### src/rtl/tab_expanding_output_fifo_macros.svh
// Assertion macros for the tab-expanding output FIFO.
// Included by the top level; the assertions use its clk and rst signals.
`ifndef TAB_EXPANDING_OUTPUT_FIFO_MACROS_SVH
`define TAB_EXPANDING_OUTPUT_FIFO_MACROS_SVH
`ifndef NO_ASSERTIONS
// Consequent must hold in the same cycle as the antecedent.
`define TEFO_ASSERT_NOW(label, pre, con) \
  label: assert property (@(posedge clk) disable iff (rst) (pre) |-> (con)) \
    else $error("tab_expanding_output_fifo: check failed");
// Consequent must hold in the cycle after the antecedent.
`define TEFO_ASSERT_NEXT(label, pre, con) \
  label: assert property (@(posedge clk) disable iff (rst) (pre) |=> (con)) \
    else $error("tab_expanding_output_fifo: check failed");
`else
`define TEFO_ASSERT_NOW(label, pre, con)
`define TEFO_ASSERT_NEXT(label, pre, con)
`endif
`endif

### src/rtl/tefo_pkg.sv
// Shared types and constants for the tab-expanding output FIFO.
// Used by tefo_ctrl, tefo_dp and tab_expanding_output_fifo; no dependencies.
package tefo_pkg;

  localparam int DEPTH = 1024;
  localparam int PTR_W = $clog2(DEPTH);
  localparam int COL_W = 8;
  localparam int CNT_W = 4;

  localparam logic [7:0] CH_TAB   = 8'h09;
  localparam logic [7:0] CH_BS    = 8'h08;
  localparam logic [7:0] CH_NL    = 8'h0A;
  localparam logic [7:0] CH_CR    = 8'h0D;
  localparam logic [7:0] CH_SPACE = 8'h20;

  localparam logic KIND_WRITE = 1'b0;
  localparam logic KIND_READ  = 1'b1;

  typedef enum logic [1:0] {
    ST_IDLE,
    ST_POP,
    ST_PUSH,
    ST_RESULT
  } tefo_state_t;

  // Commands from the controller to the datapath.
  typedef struct packed {
    logic load;
    logic push;
    logic pop;
  } tefo_cmd_t;

  // Status from the datapath to the controller.
  typedef struct packed {
    logic is_read;
    logic tab_more;
  } tefo_stat_t;

endpackage

### src/rtl/tefo_ctrl.sv
// Sequencer for the tab-expanding output FIFO.
// Depends on tefo_pkg for the state enum and the command/status structs.
module tefo_ctrl (
  input  logic                 clk,
  input  logic                 rst,
  input  logic                 start,
  input  tefo_pkg::tefo_stat_t stat,
  output tefo_pkg::tefo_cmd_t  cmd,
  output logic                 busy,
  output logic                 done
);
  import tefo_pkg::*;

  tefo_state_t state;
  tefo_state_t state_next;

  always_ff @(posedge clk) begin
    if (rst) begin
      state <= ST_IDLE;
    end else begin
      state <= state_next;
    end
  end

  always_comb begin
    state_next = state;
    cmd        = '0;
    done       = 1'b0;
    busy       = 1'b1;
    unique case (state)
      ST_IDLE: begin
        busy = 1'b0;
        if (start) begin
          cmd.load   = 1'b1;
          state_next = ST_PUSH;
        end
      end
      ST_PUSH: begin
        if (stat.is_read) begin
          state_next = ST_POP;
        end else begin
          cmd.push = 1'b1;
          if (!stat.tab_more) begin
            state_next = ST_RESULT;
          end
        end
      end
      ST_POP: begin
        cmd.pop    = 1'b1;
        state_next = ST_RESULT;
      end
      ST_RESULT: begin
        done       = 1'b1;
        state_next = ST_IDLE;
      end
      default: begin
        state_next = ST_IDLE;
      end
    endcase
  end

endmodule

### config.mk
export PLATFORM = sky130hd
export DESIGN_NAME = tefo_ctrl
export DESIGN_NICKNAME = d
export VERILOG_FILES = /design/src/rtl/tab_expanding_output_fifo_macros.svh /design/src/rtl/tefo_pkg.sv /design/src/rtl/tefo_ctrl.sv
export SDC_FILE = /design/constraint.sdc
export NUM_CORES = 1
export LEC_CHECK = 0
export BUFFER_PORTS_ARGS = -buffer_cell sky130_fd_sc_hd__clkbuf_2
export CAP_MARGIN = 5
export CORE_AREA = 5 5 42 44
export CTS_CLUSTER_SIZE = 16
export DETAILED_ROUTE_END_ITERATION = 7
export DIE_AREA = 0 0 47 49
export PLACE_DENSITY = 0.41
export SYNTH_ARGS = -nofsm -noshare
export SYNTH_HDL_FRONTEND = slang
export SYNTH_SLANG_ARGS = --single-unit
### constraint.sdc
create_clock -name clk -period 2.5 [get_ports clk]
set_input_delay 0 -clock clk [delete_from_list [all_inputs] [get_ports clk]]
set_output_delay 0 -clock clk [all_outputs]
set_load 0.03 [all_outputs]
==> results of run 1 <==
## cells in the mapped netlist, drive strengths merged
| library cell | number | area (sq um) |
|---|---|---|
| a21oi | 2 | 13.8 |
| and2 | 1 | 7.51 |
| and2b | 1 | 7.51 |
| clkinv | 1 | 5.00 |
| dfxtp | 2 | 40.0 |
| ha | 5 | 62.6 |
| inv | 5 | 18.8 |
| nand2b | 2 | 20.0 |
| nor2b | 1 | 6.26 |
| o2111ai | 1 | 8.76 |
| o21ai | 1 | 5.00 |
| o221ai | 1 | 8.76 |
| o31ai | 1 | 12.5 |
## kinds of logic after synthesis
logic type | after synthesis | share of synthesized area, %
buf+inv | 6 | 11.0
flops | 2 | 18.5
simple gates | 5 | 19.1
fa+ha+maj | 5 | 28.9
compound gates | 6 | 22.5
## cell usage in the layout, fill, tap and decap left out, types with 2 or more instances in the layout
cell	Yosys	final
clkbuf_2	0	9
inv_1	5	5
ha_1	5	5
clkbuf_4	0	3
dfxtp_1	2	2
## critical path: stages (launching register included)
cell,delay (ns)
dfxtp_1,0.39
inv_1,0.10
ha_1,0.22
and2_2,0.17
clkbuf_2,0.18
## per-layer routing
metal / global-route usage (%) / wire (um)
met5: 0 / 0
met4: 5.53 / 0
met2: 8.14 / 238
met3: 2.95 / 46
met1: 5.69 / 186
## per-stage QoR
step                      area [sq um]  util [%]  hold WS, ns  std cells
after floorplan                    216         -       0.0691         24
after global placement             282      20.1        0.217         49
after detailed placement           282      20.1        0.223         49
after CTS                          314      22.4        0.134         53
after global routing               314      22.4        0.147         53
final                              314      22.4        0.138         53
## final timing paths
check	from	slack (ns)	end
max	state[1]	1.22	cmd[2]
min	stat[0]	0.14	state[0]
max reg2reg	state[1]	1.26	state[1]
min reg2reg	state[1]	0.54	state[1]
## final cells by class
class / instances / area, sq um / share of cell area, %
well taps: 16 / 20.0 / 6.37
flip-flops and latches: 2 / 40.0 / 12.7
clock buffers: 3 / 22.5 / 7.17
inverters: 6 / 23.8 / 7.57
multi-input cells: 16 / 153 / 48.6
repair buffers: 10 / 55.1 / 17.5
## power groups by stage
| stage | clock, uW | sequential, uW | combinational (uW) |
|---|---|---|---|
| after CTS | 76.1 | 63.9 | 242 |
| final | 70.1 | 63.3 | 238 |
| after floorplan | 0 | 60.0 | 190 |
| after global routing | 83.7 | 66.2 | 274 |
| after global placement | 0 | 64.6 | 243 |
| after detailed placement | 0 | 64.5 | 240 |
## timing repair
action | in CTS | in global routing
hold buffers | 1 | 0
buffers inserted | 0 | 0
endpoints found under the hold margin | 1 | 0
==> impl_metrics.toml, run 1 <==
[outcome]
outcome = "finished, final reports clean"

[layout]
area_growth_pct = 45.1
drive_gt1_share_pct = 45.9
regMostFlops = "state"
antenna_cells = 0
n_fill_cell = 170
largest_register_ffs = 2
nNetsFinal = 49
reg.largest.list = "state x2"

[power_and_ir_drop]
total_power_uw = 372
p_clk_share_pct = 18.9
switchingPower_uw = 186
power.density_nw_per_um2 = 1180
p_comb_share_pct = 64.1
switching_share_pct = 50.1
p_leak_uw = 0.000170
power_frac_seq_pct = 17.0
peakVddDrop_v = 0.000332
p_int_uw = 185

[critical_path]
cp-end-kind = "output port"
crit_fanout = 5
arrival_ns = 1.28
start_kind = "flop"
cp.required_ns = 2.50
path_class = "flop to output port"
worst-r2r-cell-count = 5

[cts]
cts-root-buf = "clkbuf_4"
clock_path_buffers = 2
cts_buffers = 3
clk_pin_slew_ns = 0.03
cts-resized-gates = 0
htreeDepth = 1
cts_num_sinks = 2
cts_tree = "yes"
clk_latency_ns = 0.22

[sta]
setup_violations = 0
worst_slew_pin_slew_ns = 0.194
tns_ns = 0
max_freq_ghz = 0.780
slew_viol_final = 0
rsz0062_at_grt = "false"
min_period_ns = 1.28
relSlewSlack_pct = 87.0
hold_violations = 0
fin_crit_sh_pct = 51.3
skew_ns = 0.00184
fin_ws_ns = 1.22

[die]
start_util_pct = 15.4
coreArea_sq_um = 1400
dieArea_sq_um = 2300
die_y_um = 49
die-width_um = 47
io_pins = 10
row_count = 14

[global_routing]
grt_pass1_vias = 218
antenna_found_initial = 0
grt_start_max_net_pins = 6
grtUsageTotal_pct = 5.77
grt_pass1_wl_um = 897
grt_overflow = 0

[synth]
syn_area_sq_um = 216
ys_types = 15
ys_ff_latch = 2
syn-instance-count = 24
synth_fp_nets = 34
synth_area_per_cell_sq_um = 9.02
yosys_warnings = 0
synth-seq-area-share_pct = 18.5

[worst_hold_path]
hp-class = "primary input to flop"
whs_path_depth = 3

[drt]
routedWlPerCell_um = 8.89
drcViolationCount = 0
drt-total-wl_um = 471
dr_total_vias = 205
drt_iter0_markers = 2
firstDrtPassIters = 4
ant_nets = 0
via_per_inst = 3.87

[placed_design]
gp_congestion = 0.765
dp_hpwl_um = 378
dp_slack_ns = 1.25
portBuffers = 9

[run]
drv_cap = 0
No activity file was read; power rests on OpenSTA's default activity.
==> run 2, diff against run 1 <==
--- a/config.mk
+++ b/config.mk
@@ -11,7 +11,7 @@
 export CTS_CLUSTER_SIZE = 16
 export DETAILED_ROUTE_END_ITERATION = 7
 export DIE_AREA = 0 0 47 49
-export PLACE_DENSITY = 0.41
+export PLACE_DENSITY = 0.42
 export SYNTH_ARGS = -nofsm -noshare
 export SYNTH_HDL_FRONTEND = slang
 export SYNTH_SLANG_ARGS = --single-unit
==> constraint.sdc (replaced) <==
create_clock -name clk -period 1.14 [get_ports clk]
set_input_delay 0 -clock clk [delete_from_list [all_inputs] [get_ports clk]]
set_output_delay 0 -clock clk [all_outputs]
set_load 0.03 [all_outputs]
==> run 2 against run 1 <==
- sequential power increased by 120%
- sequential share of layout area shrank 3.3 points
- worst setup slack worse by 1.2 ns
- critical path type unchanged
- largest cell class unchanged
- largest power group unchanged
==> impl_metrics.toml, run 2 (synthesis gave the netlist of run 1 again) <==
[drt]
dr_total_vias = 231
ant_nets = 0
drt_iter0_markers = 0
drt-total-wl_um = 593
via_per_inst = 3.92
drcViolationCount = 0
firstDrtPassIters = 1
routedWlPerCell_um = 10.1

[layout]
area_growth_pct = 108
nNetsFinal = 55
finalNonFillerCells = 59
reg.largest.list = "state x2"
antenna_cells = 0
drive_gt1_share_pct = 74.4
final_cell_mix = "clkbuf_2 (5), buf_4 (5)"
regMostFlops = "state"
fin_area_sq_um = 449
fin_util_pct = 32.1
largest_register_ffs = 2

[die]
die_y_um = 49
start_util_pct = 15.4
coreArea_sq_um = 1400
row_count = 14
dieArea_sq_um = 2300
io_pins = 10
die-width_um = 47

[global_routing]
grtUsageTotal_pct = 6.96
grt_overflow = 0
grt_start_max_net_pins = 4
grt_pass1_wl_um = 1100
antenna_found_initial = 0
grt_pass1_vias = 273

[cts]
clk_pin_slew_ns = 0.03
cts_buffers = 3
clock_path_buffers = 2
cts_num_sinks = 2
cts_tree = "yes"
cts-root-buf = "clkbuf_4"
clk_latency_ns = 0.22
htreeDepth = 1

[critical_path]
cp-end-kind = "output port"
crit_chain = "buf_6, buf_4, ha_2, buf_8"
r2r_setup_slack_ns = 0.07
cp.required_ns = 1.14
cp_num_buf_inv = 3
slowest_stage = "dfxtp_2"
crit_fanout = 3
path_class = "flop to output port"
arrival_ns = 1.09
cp_top_family = "buffers and inverters"
start_kind = "flop"
critPathMaxStageDelay_ns = 0.32

[placed_design]
dp_cells = 55
dp_slack_ns = -0.0154
gp_congestion = 0.745
portBuffers = 9
placedInstanceArea_sq_um = 333
dp_hpwl_um = 418

[sta]
tns_ns = 0
relSlewSlack_pct = 86.7
max_freq_ghz = 0.914
slew_viol_final = 0
skew_ns = 0.000288
min_period_ns = 1.09
worst_slew_pin_slew_ns = 0.200
setup_violations = 0
rsz0062_at_grt = "false"
fin_ws_ns = 0.0461
hold_violations = 0
fin_crit_sh_pct = 96.0

[power_and_ir_drop]
p_leak_uw = 0.000213
peakVddDrop_v = 0.00112
power.density_nw_per_um2 = 2720

[worst_hold_path]
hp-class = "primary input to flop"

[run]
drv_cap = 0

[outcome]
outcome = "finished, final reports clean"
-- run 2: worst min-delay path, delay by kind of cell --
kind / cells / cell delay (ns)
AO/OA/AOI/OAI: 2 / 0.20
buffers and inverters: 1 / 0.10
-- run 2: cell type report --
| class | count | area (sq um) |
|---|---|---|
| fillers | 151 | 952 |
| multi-input cells | 16 | 200 |
| repair buffers | 16 | 134 |
| flip-flops and latches | 2 | 42.5 |
| inverters | 6 | 30.0 |
| clock buffers | 3 | 22.5 |
| well taps | 16 | 20.0 |
-- run 2: power by group --
part	total (uW)	leakage [uW]	internal, uW	switching, uW
Sequential	140	0.0000172	111	28.8
Combinational	923	0.000182	451	472
Clock	157	0.0000138	116	40.6
Total	1220	0.000213	678	542
-- run 2: through the flow --
stage	power, uW	hold slack [ns]
after global placement	839	0.217
after floorplan	561	0.0691
after detailed placement	824	0.221
after CTS	1230	0.111
after global routing	1330	0.106
final	1220	0.114
-- run 2: metal layers --
metal  part of all wire, %  global-route usage [%]  routed length [um]  vias to the layer above
li1                      -                       -                   -                      116
met1                    41                    7.21                 241                      107
met2                    52                    10.2                 311                        8
met3                   6.7                    2.21                  40                        0
met4                     0                    6.91                   0                        0
met5                     0                       0                   0                        -
-- run 2: path summary, 6_finish.rpt --
kind	from	endpoint	depth (start not counted)
min	stat[0]	state[0]	3
max	state[1]	done	4
min reg2reg	state[0]	state[0]	3
max reg2reg	state[1]	state[0]	6
-- run 2: what timing repair did --
item                                    in CTS  in global routing
setup buffers                                2                  0
hold buffers                                 1                  0
endpoints found under the setup margin       5                  6
resized for setup                           17                  8
pin swaps                                    3                  3
hold endpoints to repair                     2                  0
==> run 3, diff against run 2 <==
--- a/config.mk
+++ b/config.mk
@@ -11,7 +11,8 @@
 export CTS_CLUSTER_SIZE = 16
 export DETAILED_ROUTE_END_ITERATION = 7
 export DIE_AREA = 0 0 47 49
-export PLACE_DENSITY = 0.42
+export PLACE_DENSITY = 0.41
+export SLEW_MARGIN = 30
 export SYNTH_ARGS = -nofsm -noshare
 export SYNTH_HDL_FRONTEND = slang
 export SYNTH_SLANG_ARGS = --single-unit
==> constraint.sdc (replaced) <==
create_clock -name clk -period 1.3 [get_ports clk]
set_input_delay 0 -clock clk [delete_from_list [all_inputs] [get_ports clk]]
set_output_delay 0 -clock clk [all_outputs]
set_load 0.03 [all_outputs]
==> run 3 against run 2 <==
- sequential power down 19%
- combinational power decreased by 42%
- clock power down 13%
- die area unchanged
- wire length decreased by 23%
- worst setup slack better by 0.059 ns
==> impl_metrics.toml, run 3 (synthesis gave the netlist of run 1 again) <==
[die]
row_count = 14
die-width_um = 47
coreArea_sq_um = 1400
die_y_um = 49
dieArea_sq_um = 2300
io_pins = 10
start_util_pct = 15.4

[critical_path]
worst-r2r-cell-count = 6
cp-end-kind = "output port"
start_kind = "flop"
critPathMaxStageDelay_ns = 0.30
slowest_stage = "dfxtp_1"
cp.required_ns = 1.30
path_class = "flop to output port"
crit_chain = "inv_1, ha_2, and2_2, clkbuf_2"
crit_fanout = 4
arrival_ns = 1.19
r2r_setup_slack_ns = 0.16

[power_and_ir_drop]
p_leak_uw = 0.000185
peakVddDrop_v = 0.000969
power.density_nw_per_um2 = 2300

[cts]
clk_pin_slew_ns = 0.03
cts_tree = "yes"
cts-root-buf = "clkbuf_4"
cts_setup_buffers = 0
clock_path_buffers = 2
htreeDepth = 1
clk_latency_ns = 0.22
cts_buffers = 3
cts_num_sinks = 2

[sta]
slew_viol_final = 0
fin_crit_sh_pct = 91.9
hold_violations = 0
tns_ns = 0
rsz0062_at_grt = "false"
skew_ns = 0.00246
relSlewSlack_pct = 86.9
setup_violations = 0
worst_slew_pin_slew_ns = 0.196
min_period_ns = 1.19
max_freq_ghz = 0.837

[drt]
firstDrtPassIters = 2
ant_nets = 0
via_per_inst = 3.59
drt_iter0_markers = 2
drcViolationCount = 0
drt-total-wl_um = 454
dr_total_vias = 201
routedWlPerCell_um = 8.11

[layout]
fin_area_sq_um = 340
final_common_cell = "clkbuf_2"
antenna_cells = 0
regMostFlops = "state"
n_fill_cell = 161
area_growth_pct = 57.2
largest_register_ffs = 2
nNetsFinal = 52
seq_area_sq_um = 41.3
reg.largest.list = "state x2"
multiInputGateArea_sq_um = 155
drive_gt1_share_pct = 55.0
final_cell_mix = "clkbuf_2 (8), inv_1 (5), ha_1 (4)"

[global_routing]
antenna_found_initial = 0
grtUsageTotal_pct = 5.41
grt_pass1_vias = 229
grt_pass1_wl_um = 883
grt_overflow = 0
grt_start_max_net_pins = 5

[placed_design]
dp_hpwl_um = 378
gp_congestion = 0.643
placedInstanceArea_sq_um = 304
portBuffers = 9

[worst_hold_path]
hp-class = "primary input to flop"
whs_path_depth = 3

[outcome]
outcome = "finished, final reports clean"

[run]
drv_cap = 0
run 3: cell count changes in the layout (fill, tap and decap cells not counted), moves of 2 or more:
| cell | delta |
|---|---|
| buf_8 | -3 |
| clkbuf_2 | +3 |
| ha_1 | +3 |
| ha_4 | -3 |
| buf_4 | -2 |
| inv_1 | +2 |
run 3: repair_timing:
action                                 4_1_cts  5_1_grt
hold buffers                                 1        0
resized for setup                            0        4
endpoints found under the hold margin        1        0
setup endpoints to repair                    0        2
run 3: path summary, 6_finish.rpt:
kind / startpoint / endpoint
max reg2reg: state[0] / state[0]
min reg2reg: state[0] / state[0]
max: state[0] / cmd[2]
min: stat[0] / state[0]
run 3: power by group:
part / leakage (uW) / internal (uW) / total [uW] / switching [uW]
clock network: 0.0000138 / 102 / 136 / 34.1
logic: 0.000154 / 216 / 534 / 318
registers: 0.0000168 / 93.7 / 113 / 19.6
run 3: routing by layer:
metal	wire length [um]	global-route usage, %	vias to the layer above
met4	0	4.15	0
met3	31	2.21	0
met2	215	7.47	6
li1	-	-	112
met5	0	0	-
met1	208	6.33	83
run 3: worst max-delay path: cells and delay by family, from the launching register on:
family                     cells  cell delay, ns
adders and majority gates      1            0.22
buffers and inverters          2            0.32
DFF                            1            0.30
and+or+nand+nor                1            0.13
run 3: area by class of cell:
type	count	area share, %
flip-flops and latches	2	12.1
multi-input cells	16	45.6
well taps	16	5.88
inverters	6	6.99
clock buffers	3	6.62
repair buffers	13	22.8
run 3: metrics by stage:
step                std cells  setup WS, ns  hold slack, ns  util, %  power [uW]
detailed placement         52         0.110           0.222     21.7         638
global route               56       0.00499           0.141     24.3         869
floorplan                  24        0.0490          0.0691        -         481
global placement           52        0.0507           0.219     21.7         654
finish                     56         0.105           0.130     24.3         783
CTS                        56        0.0501           0.125     24.0         791
